$ cat config.mk
export PLATFORM = sky130hd
export DESIGN_NAME = slot_free_list_allocator
export DESIGN_NICKNAME = d
export VERILOG_FILES = /design/src/hdl/sfla_pkg.sv /design/src/hdl/sfla_ram.sv /design/src/hdl/sfla_offset.sv /design/src/hdl/slot_free_list_allocator.sv
export SDC_FILE = /design/constraint.sdc
export NUM_CORES = 2
export LEC_CHECK = 0
export BUFFER_PORTS_ARGS = -buffer_cell sky130_fd_sc_hd__clkbuf_2
export CORE_MARGIN = 5
export CORE_UTILIZATION = 40
export CTS_CLUSTER_DIAMETER = 100
export DETAILED_ROUTE_END_ITERATION = 6
export SLEW_MARGIN = 30
export SYNTH_ARGS = -nofsm -noshare
export SYNTH_HDL_FRONTEND = slang
export SYNTH_SLANG_ARGS = --single-unit
$ cat constraint.sdc
create_clock -name clk -period 7.6 [get_ports clk]
set_clock_uncertainty 0.2 [all_clocks]
set_input_delay 1.9 -clock clk [delete_from_list [all_inputs] [get_ports clk]]
set_output_delay 1.9 -clock clk [all_outputs]
set_load 0.005 [all_outputs]
$ cat src/hdl/sfla_pkg.sv
// ----------------------------------------------------------------------------
// sfla_pkg
// Shared constants and codes for the slot free-list allocator.
// ----------------------------------------------------------------------------
package sfla_pkg;

  localparam int MAX_SLOTS = 64;
  localparam int SLOT_W    = $clog2(MAX_SLOTS);
  localparam int CNT_W     = $clog2(MAX_SLOTS + 1);

  localparam int IDX_W     = 7;
  localparam int FUNC_W    = 2;
  localparam int STATUS_W  = 3;
  localparam int SIZE_W    = 16;
  localparam int ELSZ_W    = 8;
  localparam int BOFF_W    = 16;
  localparam int ELEM_W    = 16;
  localparam int OFFS_W    = 32;
  localparam int CFG_IDX_W = 2;
  localparam int CFG_DAT_W = 16;

  typedef logic [FUNC_W-1:0]   func_t;
  typedef logic [STATUS_W-1:0] status_t;
  typedef logic [SLOT_W-1:0]   slot_t;
  typedef logic [CNT_W-1:0]    cnt_t;

  localparam func_t FN_ALLOC       = 2'd0;
  localparam func_t FN_RELEASE     = 2'd1;
  localparam func_t FN_RELEASE_ALL = 2'd2;
  localparam func_t FN_LOCATE      = 2'd3;

  localparam status_t ST_OK           = 3'd0;
  localparam status_t ST_NONE_FREE    = 3'd1;
  localparam status_t ST_ALREADY_FREE = 3'd2;
  localparam status_t ST_OUT_OF_RANGE = 3'd3;
  localparam status_t ST_NOT_ALLOC    = 3'd4;

  localparam logic [CFG_IDX_W-1:0] REG_MAX_SETS     = 2'd0;
  localparam logic [CFG_IDX_W-1:0] REG_SET_SIZE     = 2'd1;
  localparam logic [CFG_IDX_W-1:0] REG_ELEMENT_SIZE = 2'd2;

  localparam logic [IDX_W-1:0]  MAX_SETS_RST     = 7'd64;
  localparam logic [SIZE_W-1:0] SET_SIZE_RST     = 16'd256;
  localparam logic [ELSZ_W-1:0] ELEMENT_SIZE_RST = 8'd32;

endpackage

$ cat src/hdl/sfla_ram.sv
// ----------------------------------------------------------------------------
// sfla_ram
// Generic single-write, single-read RAM with registered read data.
// ----------------------------------------------------------------------------
module sfla_ram #(
  parameter int WIDTH = 8,
  parameter int DEPTH = 64
) (
  input  logic                     clk,
  input  logic                     we,
  input  logic [$clog2(DEPTH)-1:0] waddr,
  input  logic [WIDTH-1:0]         wdata,
  input  logic [$clog2(DEPTH)-1:0] raddr,
  output logic [WIDTH-1:0]         rdata
);

  logic [WIDTH-1:0] mem [DEPTH];

  always_ff @(posedge clk) begin
    if (we) begin
      mem[waddr] <= wdata;
    end
    rdata <= mem[raddr];
  end

endmodule

$ cat src/hdl/sfla_offset.sv
// ----------------------------------------------------------------------------
// sfla_offset
// Descriptor byte offset: registered products, then one three-input add.
// ----------------------------------------------------------------------------
module sfla_offset (
  input  logic                          clk,
  input  logic                          load,
  input  logic [sfla_pkg::IDX_W-1:0]    slot_index,
  input  logic [sfla_pkg::SIZE_W-1:0]   set_size,
  input  logic [sfla_pkg::BOFF_W-1:0]   binding_offset,
  input  logic [sfla_pkg::ELEM_W-1:0]   array_element,
  input  logic [sfla_pkg::ELSZ_W-1:0]   element_size,
  output logic [sfla_pkg::OFFS_W-1:0]   offset
);
  import sfla_pkg::*;

  localparam int PA_W = IDX_W + SIZE_W;
  localparam int PB_W = ELEM_W + ELSZ_W;

  logic [PA_W-1:0]   prod_set;
  logic [PB_W-1:0]   prod_elem;
  logic [BOFF_W-1:0] boff;

  always_ff @(posedge clk) begin
    if (load) begin
      prod_set  <= PA_W'(slot_index) * PA_W'(set_size);
      prod_elem <= PB_W'(array_element) * PB_W'(element_size);
      boff      <= binding_offset;
    end
  end

  assign offset = OFFS_W'(prod_set) + OFFS_W'(prod_elem) + OFFS_W'(boff);

endmodule

$ cat src/hdl/slot_free_list_allocator.sv
// ----------------------------------------------------------------------------
// slot_free_list_allocator
// Hands out set indices from a LIFO free stack kept in RAM, tracks one
// allocated bit per slot and computes descriptor byte offsets.
// ----------------------------------------------------------------------------
//  channel | handshake             | payload
//  --------+-----------------------+------------------------------------------
//  in      | in_valid / in_stall   | func, slot_index, binding_offset,
//          |                       | array_element
//  out     | out_valid / out_stall | status, granted_index, byte_offset
//  cfg     | cfg_valid / cfg_ready | cfg_index, cfg_data
//
//  every operation has an accept cycle that issues the stack and map reads
//  and an execute cycle that uses the registered read data and writes back
//  release-all clears the per-entry valid bits: entries fall back to the
//  refill pattern, so there is no clearing pass after reset
//  a result waiting in the output register does not block the next accept;
//  the execute cycle holds while the output register is full and stalled
//  reset is synchronous; the stack holds 63 down to 0 with 0 on top
// ----------------------------------------------------------------------------
module slot_free_list_allocator (
  input  logic                              clk,
  input  logic                              rst,
  input  logic                              in_valid,
  output logic                              in_stall,
  input  logic [sfla_pkg::FUNC_W-1:0]       func,
  input  logic [sfla_pkg::IDX_W-1:0]        slot_index,
  input  logic [sfla_pkg::BOFF_W-1:0]       binding_offset,
  input  logic [sfla_pkg::ELEM_W-1:0]       array_element,
  output logic                              out_valid,
  input  logic                              out_stall,
  output logic [sfla_pkg::STATUS_W-1:0]     status,
  output logic [sfla_pkg::SLOT_W-1:0]       granted_index,
  output logic [sfla_pkg::OFFS_W-1:0]       byte_offset,
  input  logic                              cfg_valid,
  output logic                              cfg_ready,
  input  logic [sfla_pkg::CFG_IDX_W-1:0]    cfg_index,
  input  logic [sfla_pkg::CFG_DAT_W-1:0]    cfg_data
);
  import sfla_pkg::*;

  localparam logic ST_IDLE = 1'b0;
  localparam logic ST_EXEC = 1'b1;

  logic state;

  // configuration
  logic [IDX_W-1:0]  max_sets;
  logic [SIZE_W-1:0] set_size;
  logic [ELSZ_W-1:0] element_size;

  // latched item
  func_t            func_q;
  logic [IDX_W-1:0] slot_q;

  // stack and map control state
  cnt_t                 cnt;
  cnt_t                 cnt_next;
  logic                 ascending;
  logic [MAX_SLOTS-1:0] stk_valid;
  logic [MAX_SLOTS-1:0] alloc_valid;

  // memory ports
  logic  stk_we;
  slot_t stk_waddr;
  slot_t stk_wdata;
  slot_t stk_raddr;
  slot_t stk_q;
  logic  alloc_we;
  slot_t alloc_waddr;
  logic  alloc_wdata;
  slot_t alloc_raddr;
  logic  alloc_q;

  // execute results
  logic               in_accept;
  logic               done;
  logic               refill;
  cnt_t               active;
  slot_t              top_idx;
  slot_t              top_val;
  logic               in_range;
  logic               alloc_bit;
  logic [OFFS_W-1:0]  offset;
  status_t            res_status;
  slot_t              res_granted;
  logic [OFFS_W-1:0]  res_offset;

  assign cfg_ready = 1'b1;
  assign in_stall  = (state != ST_IDLE);
  assign in_accept = in_valid && !in_stall;
  assign done      = (state == ST_EXEC) && (!out_valid || !out_stall);

  always_ff @(posedge clk) begin
    if (rst) begin
      max_sets     <= MAX_SETS_RST;
      set_size     <= SET_SIZE_RST;
      element_size <= ELEMENT_SIZE_RST;
    end else if (cfg_valid && cfg_ready) begin
      case (cfg_index)
        REG_MAX_SETS:     max_sets     <= cfg_data[IDX_W-1:0];
        REG_SET_SIZE:     set_size     <= cfg_data[SIZE_W-1:0];
        REG_ELEMENT_SIZE: element_size <= cfg_data[ELSZ_W-1:0];
        default: ;
      endcase
    end
  end

  assign active = (max_sets > IDX_W'(MAX_SLOTS)) ? CNT_W'(MAX_SLOTS) : CNT_W'(max_sets);

  // the top of stack address only moves when an item completes
  assign top_idx     = SLOT_W'(cnt - CNT_W'(1));
  assign stk_raddr   = top_idx;
  assign alloc_raddr = (state == ST_IDLE) ? slot_index[SLOT_W-1:0] : slot_q[SLOT_W-1:0];

  sfla_ram #(.WIDTH(SLOT_W), .DEPTH(MAX_SLOTS)) u_stack (
    .clk   (clk),
    .we    (stk_we),
    .waddr (stk_waddr),
    .wdata (stk_wdata),
    .raddr (stk_raddr),
    .rdata (stk_q)
  );

  sfla_ram #(.WIDTH(1), .DEPTH(MAX_SLOTS)) u_alloc_map (
    .clk   (clk),
    .we    (alloc_we),
    .waddr (alloc_waddr),
    .wdata (alloc_wdata),
    .raddr (alloc_raddr),
    .rdata (alloc_q)
  );

  sfla_offset u_offset (
    .clk            (clk),
    .load           (in_accept),
    .slot_index     (slot_index),
    .set_size       (set_size),
    .binding_offset (binding_offset),
    .array_element  (array_element),
    .element_size   (element_size),
    .offset         (offset)
  );

  // an unwritten stack entry reads as the last refill pattern
  always_comb begin
    if (stk_valid[top_idx]) begin
      top_val = stk_q;
    end else if (ascending) begin
      top_val = top_idx;
    end else begin
      top_val = SLOT_W'(MAX_SLOTS - 1) - top_idx;
    end
  end

  assign in_range  = CNT_W'(slot_q) < active;
  assign alloc_bit = alloc_valid[slot_q[SLOT_W-1:0]] & alloc_q;

  always_comb begin
    cnt_next    = cnt;
    refill      = 1'b0;
    stk_we      = 1'b0;
    stk_waddr   = cnt[SLOT_W-1:0];
    stk_wdata   = slot_q[SLOT_W-1:0];
    alloc_we    = 1'b0;
    alloc_waddr = slot_q[SLOT_W-1:0];
    alloc_wdata = 1'b0;
    res_status  = ST_OK;
    res_granted = '0;
    res_offset  = '0;
    case (func_q)
      FN_ALLOC: begin
        if (cnt == '0) begin
          res_status = ST_NONE_FREE;
        end else begin
          cnt_next    = cnt - CNT_W'(1);
          alloc_we    = done;
          alloc_waddr = top_val;
          alloc_wdata = 1'b1;
          res_granted = top_val;
        end
      end
      FN_RELEASE: begin
        if (!in_range) begin
          res_status = ST_OUT_OF_RANGE;
        end else if (!alloc_bit) begin
          res_status = ST_ALREADY_FREE;
        end else if (cnt < CNT_W'(MAX_SLOTS)) begin
          cnt_next = cnt + CNT_W'(1);
          stk_we   = done;
          alloc_we = done;
        end
      end
      FN_RELEASE_ALL: begin
        cnt_next = active;
        refill   = 1'b1;
      end
      FN_LOCATE: begin
        if (!in_range) begin
          res_status = ST_OUT_OF_RANGE;
        end else if (!alloc_bit) begin
          res_status = ST_NOT_ALLOC;
        end else begin
          res_offset = offset;
        end
      end
      default: ;
    endcase
  end

  always_ff @(posedge clk) begin
    if (rst) begin
      state       <= ST_IDLE;
      cnt         <= CNT_W'(MAX_SLOTS);
      ascending   <= 1'b0;
      stk_valid   <= '0;
      alloc_valid <= '0;
    end else begin
      case (state)
        ST_IDLE: begin
          if (in_accept) begin
            state <= ST_EXEC;
          end
        end
        ST_EXEC: begin
          if (done) begin
            state <= ST_IDLE;
            cnt   <= cnt_next;
            if (refill) begin
              ascending   <= 1'b1;
              stk_valid   <= '0;
              alloc_valid <= '0;
            end else begin
              if (stk_we) begin
                stk_valid[stk_waddr] <= 1'b1;
              end
              if (alloc_we) begin
                alloc_valid[alloc_waddr] <= 1'b1;
              end
            end
          end
        end
        default: state <= ST_IDLE;
      endcase
    end
  end

  always_ff @(posedge clk) begin
    if (in_accept) begin
      func_q <= func;
      slot_q <= slot_index;
    end
  end

  // output register
  always_ff @(posedge clk) begin
    if (rst) begin
      out_valid <= 1'b0;
    end else if (done) begin
      out_valid <= 1'b1;
    end else if (!out_stall) begin
      out_valid <= 1'b0;
    end
  end

  always_ff @(posedge clk) begin
    if (done) begin
      status        <= res_status;
      granted_index <= res_granted;
      byte_offset   <= res_offset;
    end
  end

  a_cnt_bound: assert property (@(posedge clk) disable iff (rst)
    cnt <= CNT_W'(MAX_SLOTS))
    else $error("free stack count above slot count");

  a_accept_exec: assert property (@(posedge clk) disable iff (rst)
    in_accept |=> state == ST_EXEC)
    else $error("accepted beat did not enter execute");

  a_result_src: assert property (@(posedge clk) disable iff (rst)
    $rose(out_valid) |-> $past(state) == ST_EXEC)
    else $error("result appeared without an execute cycle");

  a_refill_count: assert property (@(posedge clk) disable iff (rst)
    (done && refill) |=> cnt == $past(active))
    else $error("release-all did not restore the stack count");

endmodule

==> impl_metrics.yaml <==
placed_design:
  gp_congestion: 0.824
  dpl.hpwl_um: 60800
  preCtsSetupSlack_ns: 0.00555
  port-buffer-count: 100
power:
  p_seq_share_pct: 43.8
  combPwrFrac_pct: 18.1
  clock_power_share_pct: 38.2
  power_density_mw_per_mm2: 237
  fin_total_pwr_mw: 10.2
  p_int_mw: 7.42
  total_leakage_power_nw: 16.1
  ir_drop_uv: 167
  p_sw_share_pct: 27.3
  p_switching_mw: 2.79
floorplan:
  die_height_um: 320
  io-pin-count: 108
  coreArea_sq_mm: 0.0952
  initial_utilization_pct: 40.4
  rows: 113
  die_w_um: 320
  dieArea_sq_mm: 0.102
timing:
  post-route-period-util_pct: 92.1
  setup_tns_ns: 0
  hold_viol_final: 0
  relSlewSlack_pct: 36.9
  fin_ws_ns: 0.601
  maxSlewViolCount: 0
  post-route-min-period_ns: 7.00
  worst_pin_slew_ns: 0.947
  max_freq_mhz: 143
  finalSetupViolations: 0
  grt_setup_unrepaired: "no"
clock_tree:
  cts_buffer_depth: 3
  clock-sinks: 731
  cts_inserted_buffers: 81
  path_clk_slew_ns: 0.05
  post_cts_buffers: 0
  htree_levels: 3
  cts-root-buf: "clkbuf_16"
  ctsResizeCount: 0
  clk_latency_ns: 0.67
  postCtsHoldBufs: 0
  cts_tree: "done"
worst_setup_path:
  critPathArrivalTime_ns: 7.18
  critPathLaunchType: "input pin"
  cpMaxStageDelayCell: "fa_1"
  crit_fanout: 18
  cpPeakStageDelay_ns: 0.54
  cp_common_cell: "fa_1"
  criticalPathCategory: "in2reg"
  crit_chain: "clkbuf_2 -> and2_1 -> fa_1 -> fa_1 -> fa_1 -> inv_1 -> fa_1 -> inv_1 -> ha_1 -> o21a_1 -> o21ai_0 -> o21ai_0 -> a2111oi_0 -> buf_4 -> o31ai_1 -> or4_1 -> a31o_2 -> a21oi_1 -> xnor2_1"
  required_ns: 7.78
  cp-end-kind: "flip-flop"
  cp_num_buf_inv: 4
  crit_family: "adder cells"
detailed_routing:
  firstDrtPassIters: 5
  finalWirelength_um: 89900
  via_per_inst: 5.32
  dr_total_vias: 23230
  final_antenna_net_count: 0
  drt_iter0_drc: 1862
  routedWlPerCell_um: 20.6
  post-route-drc-count: 0
synthesis:
  async_reset_ff_share_pct: 0
  yosysUniqueCellTypes: 96
  yosysMostFrequentCell: "edfxtp_1"
  synth.cell_area_sq_mm: 0.0384
  yosysSeqAreaShare_pct: 52.6
  netlist_instances: 2936
  ys.flop_type: "edfxtp_1"
  netlist_top_cells_area: "edfxtp_1, mux4_2, dfxtp_1"
  avgSynthCellArea_sq_um: 13.1
  yosysTopAreaCellShare_pct: 43.4
  synth-edff-count: 555
  ys_ff_latch: 731
  synth_top_area_cell: "edfxtp_1"
  netlist_top_cells_count: "edfxtp_1, nor2_1, inv_1"
  yosys_warnings: 0
global_route:
  antenna_found_initial: 11
  grt_pass1_wl_um: 141000
  gr-total-overflow: 0
  grt.total_usage_pct: 17.7
  grt_max_degree: 115
  grt_pass1_vias: 23872
run:
  cap_violations: 0
cells_and_area:
  fill_cells: 8600
  syn_to_final_growth_pct: 12.2
  final_nets: 3388
  drive_gt1_share_pct: 16.0
outcome:
  status: "complete, no violations"
worst_hold_path:
  worstHoldPathType: "reg2reg"
cell families (layout without fill, tap and decap cells):
| group | count (synthesis) | in the layout | share of synthesized area [%] |
|---|---|---|---|
| DFF | 731 | 731 | 52.6 |
| and+or+nand+nor | 860 | 860 | 11.0 |
| buffers and inverters | 356 | 507 | 3.64 |
| xor gates and xnor gates | 85 | 85 | 2.01 |
| other | 2 | 14 | 0.0196 |
| AOI/OAI and AO/OA | 393 | 393 | 6.77 |
| muxes | 217 | 217 | 11.5 |
| adders and majority gates | 292 | 292 | 12.5 |
layer usage:
| layer | share of wire, % | vias up | track usage, % |
|---|---|---|---|
| met5 | 0.026 | - | 0 |
| met4 | 2.8 | 4 | 5.11 |
| met3 | 6.4 | 133 | 3.90 |
| met2 | 47 | 600 | 28.0 |
| met1 | 44 | 11724 | 24.6 |
| li1 | - | 10769 | - |
power by group through the flow:
stage / registers (mW) / logic [mW] / clock network (mW)
floorplan: 4.54 / 1.35 / 0
global placement: 4.56 / 1.83 / 0
detailed placement: 4.56 / 1.85 / 0
CTS: 4.47 / 1.86 / 4.00
global route: 4.48 / 2.06 / 4.17
finish: 4.47 / 1.84 / 3.90
area by class of cell:
| cell class | instances | area, sq um | share of cell area [%] |
|---|---|---|---|
| diodes | 6 | 15.0 | 0.0348 |
| clock buffers | 109 | 2180 | 5.06 |
| clock inverters | 35 | 489 | 1.14 |
| inverters | 219 | 822 | 1.91 |
| multi-input cells | 1855 | 16900 | 39.3 |
| flip-flops and latches | 731 | 20200 | 46.9 |
| well taps | 1265 | 1580 | 3.67 |
| repair buffers | 144 | 882 | 2.05 |
worst register-to-register path, delay by kind of cell, from the launching register on:
kind | cells | cell delay (ns)
fa+ha+maj | 5 | 2.28
buf+inv | 4 | 0.38
xor+xnor | 1 | 0.07
simple gates | 2 | 0.58
flops | 1 | 0.56
compound gates | 7 | 1.52
worst paths after layout:
path / cells past startpoint / slack [ns] / startpoint / endpoint
max: 19 / 0.60 / slot_index[5] / u_offset.prod_set[22]
min: 2 / 0.25 / alloc_valid[50] / alloc_valid[50]
max reg2reg: 19 / 1.73 / set_size[0] / u_offset.prod_set[22]
min reg2reg: 2 / 0.25 / alloc_valid[50] / alloc_valid[50]
state kept, by name (all words and copies together), names as in the netlist, 2 cells and up:
name                cells
granted_index           6
slot_q                  7
u_offset.prod_elem     24
u_offset.prod_set      23
u_stack.mem           384
status                  3
byte_offset            26
cnt                     7
set_size               16
element_size            8
stk_valid              64
alloc_valid            64
u_offset.boff          16
max_sets                7
u_stack.rdata           6
func_q                  2
u_alloc_map.mem        64
stage by stage:
stage	cell area, sq um	hold slack, ns	utilization [%]	instances
finish	43100	0.246	45.3	4364
global route	43100	0.278	45.3	4360
CTS	43000	0.250	45.2	4357
detailed placement	40400	0.239	42.4	4213
global placement	40300	0.231	42.4	4211
floorplan	38400	0.220	-	2942
cell usage in the layout (no fill, tap or decap), types with 42 or more instances in the layout:
cell type / count
ha_1: 136
a22o_1: 42
mux4_2: 178
nor2_1: 281
clkbuf_2: 100
and2_1: 185
nand2_1: 191
fa_1: 155
nor3_1: 42
clkbuf_16: 81
edfxtp_1: 555
xnor2_1: 60
o21ai_0: 53
inv_1: 217
dfxtp_1: 175
a21oi_1: 146
Power figures use the tool's default switching activity.
